## config.mk

```make
export PLATFORM = sky130hd
export DESIGN_NAME = bms_redc_cell
export DESIGN_NICKNAME = d
export VERILOG_FILES = /design/src/bms_pkg.sv /design/src/bms_redc_cell.sv
export SDC_FILE = /design/constraint.sdc
export NUM_CORES = 1
export LEC_CHECK = 0
export BUFFER_PORTS_ARGS = -buffer_cell sky130_fd_sc_hd__buf_2
export CAP_MARGIN = 20
export CORE_MARGIN = 3
export CORE_UTILIZATION = 38
export CTS_BUF_LIST = sky130_fd_sc_hd__clkbuf_4 sky130_fd_sc_hd__clkbuf_8
export DETAILED_ROUTE_END_ITERATION = 8
export PLACE_DENSITY = 0.66
export SLEW_MARGIN = 30
export SYNTH_ARGS = -nofsm -noshare
export SYNTH_HDL_FRONTEND = slang
export SYNTH_SLANG_ARGS = --single-unit
```

## constraint.sdc

```tcl
create_clock -name clk -period 3.51 [get_ports clk]
set_input_delay 0.5265 -clock clk [delete_from_list [all_inputs] [get_ports clk]]
set_output_delay 0.5265 -clock clk [all_outputs]
set_load 0.005 [all_outputs]
```

## src/bms_pkg.sv

```systemverilog
`timescale 1ns / 1ps
package bms_pkg;

  localparam int ZW = 34;

  typedef struct packed {
    logic signed [ZW-1:0] x;
    logic signed [ZW-1:0] y;
    logic signed [ZW-1:0] z;
    logic                 flip;
  } bms_rot_t;

  localparam logic signed [ZW-1:0] Q30_PI      = 34'sd3373259426;
  localparam logic signed [ZW-1:0] Q30_HALF_PI = 34'sd1686629713;
  localparam logic signed [ZW-1:0] Q30_TWO_PI  = 34'sd6746518852;
  localparam logic signed [ZW-1:0] Q30_GAIN    = 34'sd652032874;

  localparam logic [30:0] ATAN_Q30 [30] = '{
    31'd843314856, 31'd497837829, 31'd263043836, 31'd133525158, 31'd67021686,
    31'd33543515, 31'd16775850, 31'd8388437, 31'd4194282, 31'd2097149,
    31'd1048575, 31'd524287, 31'd262143, 31'd131071, 31'd65535, 31'd32767,
    31'd16383, 31'd8191, 31'd4095, 31'd2047, 31'd1023, 31'd511, 31'd255,
    31'd127, 31'd63, 31'd31, 31'd15, 31'd7, 31'd3, 31'd1
  };

endpackage

```

## src/bms_redc_cell.sv

```systemverilog
`timescale 1ns / 1ps
module bms_redc_cell #(
  parameter int MW = 46,
  parameter int SH = 0
) (
  input  logic          clk,
  input  logic [MW-1:0] din,
  input  logic          din_neg,
  output logic [MW-1:0] dout,
  output logic          dout_neg
);
  import bms_pkg::*;

  localparam logic [MW-1:0] STEP = MW'(Q30_TWO_PI) << SH;

  always_ff @(posedge clk) begin
    if (din >= STEP) begin
      dout <= din - STEP;
    end else begin
      dout <= din;
    end
    dout_neg <= din_neg;
  end

endmodule

```

; After elaboration in Yosys (flattened, before gate mapping)
; Index checks and enable logic that the tools add are counted.
[word_totals]
ff_bits = 47
inputBits = 48
out_inout_bits = 47
wordCells = 5
[op_classes]
addsub = 1
magnitude_cmp = 1
mux = 1
[ops]
columns = op, n
row1 = ">= comparator 46 x 33 -> 1 bit, second input constant", 1
row2 = 2-to-1 mux 46 bit, 1
row3 = "subtractor 46 x 33 -> 46 bit, second input constant", 1

; Longest topological paths before layout
; Gate-level depths: netlist of run 1.
[depth]
depth_word = 2
ltp_mapped = 11
mapped_depth_nobuf = 9

; Worst setup path after synthesis of run 1
; OpenSTA, ideal clock, no wires.
[synth_path]
path_kind = input to register
startpoint = input din[39]
endpoint = register dout[41]
setup_time_ns = 0.118
arrival_ns = 2.934
required_time_ns = 3.392
setup_slack_ns = 0.457
path_stages = 6
path_buffers = 0
path_cell_list = or4_4 -> or3_4 -> or4_4 -> o41a_1 -> or4b_1 -> xnor2_1
[synth_via]
elab_chain_len = 2
elab_cells_between_ends = 3
cone_classes = 1 x add/sub / 1 x order compare / 1 x mux
[synth_rtl]
columns = item, line_no
row1 = start: declaration, bms_redc_cell.sv:7  ; input logic [MW-1:0] din,
row2 = subtractor 46 x 33 -> 46 bit / >= comparator 46 x 33 -> 1 bit (equally long branches), "bms_redc_cell.sv:18, bms_redc_cell.sv:17"
row3 = 2-to-1 mux 46 bit (*), bms_redc_cell.sv:17  ; if (din >= STEP) begin
row4 = end signal: assignment, bms_redc_cell.sv:18  ; dout <= din - STEP;
row5 = end signal: assignment, bms_redc_cell.sv:20  ; dout <= din;
row6 = end: declaration, bms_redc_cell.sv:9  ; output logic [MW-1:0] dout,
; Every way passes the cells marked *; elsewhere a longest branch is shown, timed or not.

; Final worst setup path of run 1
[layout_path]
startpoint = input din[39]
endpoint = register dout[42]
; The elaborated chain is that of the path after synthesis.

==> results.cfg, run 1 <==
[final_layout]
layout-drive-gt1-share_pct = 34.1
final_util_pct = 52.2
nets = 413
area_delta_synth_final_pct = 29.0
fill_cells = 557
n_antenna_cell = 0

[clocking]
cts_inserted_buffers = 5
clock-sinks = 47
clk_pin_slew_worst_paths_ps = 90
cts_max_level = 2
hold_buffers = 0
clock_path_buffers = 2
cts-root-buf = clkbuf_8
post_cts_resized = 0
cts_tree = yes
post_cts_buffers = 0

[worst_setup_path]
slowest_delay_ps = 550
crit_start = din[39]
critPathMaxFanout = 11
crit_buf_inv = 2
crit_arrival_ps = 3230
critPathTopFamily = simple AND/OR/NAND/NOR gates
required_ps = 3740
crit_chain = buf_2 -> or4_4 -> or3_4 -> or4_4 -> o41a_1 -> buf_4 -> nor4_1 -> xor2_1
crit_path_top_delay_cell = or4_4
cpMostUsedCell = or4_4
path_class = primary input to flip-flop
start_kind = primary input
end_kind = flip-flop

[die]
initial_utilization_pct = 40.5
fp-row-count = 27
design.portCount = 95
die_h_um = 84.0
core_um2 = 5710
fp.dieArea_um2 = 7060
fp.dieW_um = 84.0

[hold_path]
min_path_type = primary input to flip-flop
min_from = din_neg

[power_and_ir_drop]
p_per_area_nw_per_um2 = 381
switching_power_mw = 0.304
power_frac_clock_pct = 28.9
swShare_pct = 26.8
internal_power_mw = 0.832
p_leak_nw = 1.34
pwr-share-comb_pct = 18.7
peakVddDrop_mv = 0.189
p_seq_share_pct = 52.3

[sta]
setup_viol = 0
slew_violations = 0
slew-limit-headroom_pct = 64.3
setup_tns_ps = 0
rsz0062_at_grt = no
hold_violations = 0
max_freq_ghz = 0.334
worstMarginPinSlew_ps = 529
post-route-period-util_pct = 85.2
fin_crit_ps = 2990

[global_route]
grt.total_usage_pct = 16.8
grt_max_degree = 16
grt.overflow.total = 0
grt_pass1_wl_mm = 9.76
grt_pass1_vias = 2095
antenna_found_initial = 0

[detailed_routing]
routedWlPerCell_um = 13.5
top_layer = met4
vias = 2172
m1WireLength_mm = 2.78
wl_met3_um = 384
drtPass1Iterations = 4
via_per_inst = 4.98
met2_length_mm = 2.64
drtAntennaViolNets = 0
drc_errors = 0
drtIter0Drc = 85
finalWirelength_mm = 5.87

[placement]
place.detailed.hpwl_mm = 4.74
gp_congestion = 0.843
portBuffers = 94

[synthesis]
synth_edf_count = 0
syn_nets = 313
syn_avg_cell_area_um2 = 8.79
synthFlopType = dfxtp_1
synthCells = 263
yosysSeqAreaShare_pct = 40.7
yosysUniqueCellTypes = 46
netlist_area_um2 = 2310
yosys_warnings = 0
synthArstFlopShare_pct = 0
synth-seq-cells = 47

[flow_run]
cap_violations = 0

[run_status]
status = completed
==> per-layer routing <==
metal	up-vias	track usage, %
li1	1118	-
met1	972	22.9
met2	76	26.5
met3	6	4.05
met4	0	4.53
met5	-	0
==> path summary, 6_finish.rpt <==
kind | slack [ps] | end | depth (start not counted)
worst min-delay path | 340 | dout_neg$_DFF_P_ | 1
worst max-delay path | 520 | dout[42]$_DFF_P_ | 8
==> metrics by stage <==
step                      total power [mW]  hold slack (ps)  worst slack (ps)  area, um2  cells
after floorplan                      0.706              554               457       2310    263
after global placement               0.820              632               255       2890    428
after detailed placement             0.821              638               211       2890    428
after CTS                             1.15              329               522       2980    436
after global routing                  1.20              318               423       2980    436
final                                 1.14              338               518       2980    436
==> synth_stat cells (2+ instances only) <==
cell type	n	share of area [%]
o21ai_0	7	1.5
dfxtp_1	47	41
ha_1	2	1.1
a211oi_1	3	0.97
o311ai_0	2	0.76
nand3_1	11	2.4
or4_4	2	0.97
buf_2	2	0.43
nor4bb_1	2	0.87
a21oi_1	12	2.6
o41a_1	2	0.97
nand2b_1	3	0.81
inv_1	7	1.1
a221oi_1	2	0.76
o211ai_1	2	0.65
clkbuf_1	5	0.81
a21o_1	2	0.65
xnor2_1	27	10
buf_6	2	0.97
nor2_1	22	3.6
xor2_1	16	6.1
o2111ai_1	2	0.76
a21boi_0	3	0.97
nor3_1	12	2.6
nor4_1	4	1.1
nor3_2	2	0.87
or3_1	2	0.54
or2_2	5	1.4
nor4b_1	2	0.76
nand2_1	31	5.0
nand4_1	4	1.1
and2_1	2	0.54
==> area by class of cell <==
type	instances	area [um2]	area share [%]
clock buffer	6	76.3	2.56
clock inverter	2	12.5	0.420
inverter	7	26.3	0.881
multi-input combinational	200	1310	43.8
sequential	47	941	31.6
tap	72	90.1	3.02
timing repair buffer	102	531	17.8
==> layout by cell type, fill, tap and decap left out, types with 3 or more instances in the layout <==
cell type,netlist,routed
xnor2_1,27,27
o21ai_0,7,7
clkbuf_8,0,5
nand3_1,11,11
nand2_1,31,31
nor2_1,22,22
nand2b_1,3,3
buf_4,0,8
inv_1,7,7
buf_2,2,94
nand4_1,4,4
nor4_1,4,4
nor3_1,12,12
a21boi_0,3,3
a21oi_1,12,12
xor2_1,16,16
or2_2,5,5
a211oi_1,3,3
dfxtp_1,47,47
==> logic make-up after synthesis <==
family	Yosys count	synth area share, %
AOI/OAI and AO/OA	43	13.0
xor gates and xnor gates	43	16.3
adders and majority gates	2	1.08
buffers and inverters	16	3.36
DFF	47	40.7
and+or+nand+nor	112	25.5
==> flip-flops by register name, indices dropped and copies added, names as in the netlist <==
signal / cells
dout: 46
dout_neg: 1
==> power by group through the flow <==
stage	clock, mW	sequential [mW]	combinational (mW)
after floorplan	0	0.616	0.0901
after global routing	0.368	0.600	0.236
after CTS	0.340	0.595	0.215
final	0.329	0.595	0.213
after detailed placement	0	0.607	0.214
after global placement	0	0.607	0.213
Power figures use the tool's default switching activity.
==> run 2, diff against run 1 <==
--- a/config.mk
+++ b/config.mk
@@ -7,11 +7,13 @@
 export LEC_CHECK = 0
 export BUFFER_PORTS_ARGS = -buffer_cell sky130_fd_sc_hd__buf_2
 export CAP_MARGIN = 20
+export CORE_ASPECT_RATIO = 0.8
 export CORE_MARGIN = 3
-export CORE_UTILIZATION = 38
+export CORE_UTILIZATION = 50
 export CTS_BUF_LIST = sky130_fd_sc_hd__clkbuf_4 sky130_fd_sc_hd__clkbuf_8
 export DETAILED_ROUTE_END_ITERATION = 8
-export PLACE_DENSITY = 0.66
+export PLACE_DENSITY = 0.83
+export RECOVER_POWER = 100
 export SLEW_MARGIN = 30
 export SYNTH_ARGS = -nofsm -noshare
 export SYNTH_HDL_FRONTEND = slang
==> results.cfg, run 2 (synthesized netlist as in run 1, its figures left out) <==
[die]
initial_utilization_pct = 53.7
core_um2 = 4310
fp.dieArea_um2 = 5480
design.portCount = 95
fp.dieW_um = 82.0
fp-row-count = 21
die_h_um = 66.8

[clocking]
cts-root-buf = clkbuf_8
hold_buffers = 0
clock_path_buffers = 2
clock-sinks = 47
cts_inserted_buffers = 5
cts_max_level = 2
post_cts_buffers = 0
cts_tree = yes
clk_pin_slew_worst_paths_ps = 90
post_cts_resized = 0

[sta]
slew-limit-headroom_pct = 65.6
slew_violations = 0
rsz0062_at_grt = no
max_freq_ghz = 0.325
worstMarginPinSlew_ps = 512
hold_violations = 0
setup_viol = 0
setup_tns_ps = 0
fin_crit_ps = 3080
fin_ws_ps = 429
fin_hold_ws_ps = 320
post-route-period-util_pct = 87.8

[hold_path]
min_path_type = primary input to flip-flop
min_from = din_neg
hold_depth = 1
hold_end = dout_neg$_DFF_P_

[detailed_routing]
drc_errors = 0
finalWirelength_mm = 5.97
routedWlPerCell_um = 14.2
drtAntennaViolNets = 0
drtPass1Iterations = 6
drtIter0Drc = 266
via_per_inst = 5.40
vias = 2270

[worst_setup_path]
critPathMaxFanout = 5
path_class = primary input to flip-flop
end_kind = flip-flop
crit_arrival_ps = 3310
required_ps = 3740
start_kind = primary input
crit_start = din[2]

[final_layout]
final_cells = 420
layout_common_cells = buf_2, dfxtp_1, nand2_1
multi_input_area_um2 = 1290
max_flop_register = dout
design_area_um2 = 2910
final_util_pct = 67.6
n_antenna_cell = 0
layout-drive-gt1-share_pct = 26.4
final_common_cell = buf_2
largestRegisters = dout (46), dout_neg (1)
largest_reg_flops = 46
nets = 412
area_delta_synth_final_pct = 26.0
fill_cells = 383
final-seq-area_um2 = 941

[placement]
portBuffers = 94
gp_congestion = 0.885
dp.cells = 412
place.detailed.hpwl_mm = 4.65
dp_slack_ps = 219
place_area_um2 = 2870

[global_route]
grt_pass1_wl_mm = 9.14
grt_pass1_vias = 1980
grt.overflow.total = 0
antenna_found_initial = 0
grt.total_usage_pct = 21.9
grt_max_degree = 16

[power_and_ir_drop]
finalPower_mw = 1.15
p_leak_nw = 1.26
peakVddDrop_mv = 0.275
p_per_area_nw_per_um2 = 393

[run_status]
status = completed

[flow_run]
cap_violations = 0
==> run 2: cell count changes in the layout (fill, tap and decap cells not counted), moves of 2 or more <==
cell,delta
buf_4,-3
nor3_2,-2
clkbuf_1,+23
buf_2,-22
nor3_1,+2
==> run 2: final cells by class <==
| cell class | instances | area share (%) |
|---|---|---|
| inverters | 7 | 0.902 |
| flip-flops and latches | 47 | 32.3 |
| clock inverters | 2 | 0.558 |
| well taps | 57 | 2.45 |
| multi-input cells | 200 | 44.2 |
| repair buffers | 101 | 16.7 |
| clock buffers | 6 | 2.83 |
==> run 2: where the power goes <==
group | leakage, nW | internal, mW | total (mW) | switching [mW]
Clock | 0.0474 | 0.161 | 0.340 | 0.180
Combinational | 0.820 | 0.0957 | 0.210 | 0.114
Sequential | 0.397 | 0.583 | 0.596 | 0.0128
==> run 2: worst max path at each step <==
| stage | cells past startpoint | slack (ps) | endpoint |
|---|---|---|---|
| after detailed placement | 7 | 220 | dout[41]$_DFF_P_ |
| final | 11 | 430 | dout[40]$_DFF_P_ |
| after global placement | 7 | 260 | dout[41]$_DFF_P_ |
| after floorplan | 6 | 460 | dout[41]$_DFF_P_ |
| after CTS | 8 | 510 | dout[44]$_DFF_P_ |
| after global routing | 11 | 230 | dout[36]$_DFF_P_ |
==> run 2: critical path: stages <==
cell and delay (ps):
clkbuf_1 200, inv_1 70, ha_1 230, nor4b_1 180
o21ai_0 400, a21oi_1 210, o41a_1 430, o41a_1 370
clkbuf_1 180, nor4_1 330, xor2_1 170
==> run 2: metal layers <==
metal	up-vias	routed length (um)	global-route usage, %
li1	1120	-	-
met1	1027	2710	31.4
met2	115	2630	32.2
met3	8	547	4.86
met4	0	81	6.85
met5	-	0	0
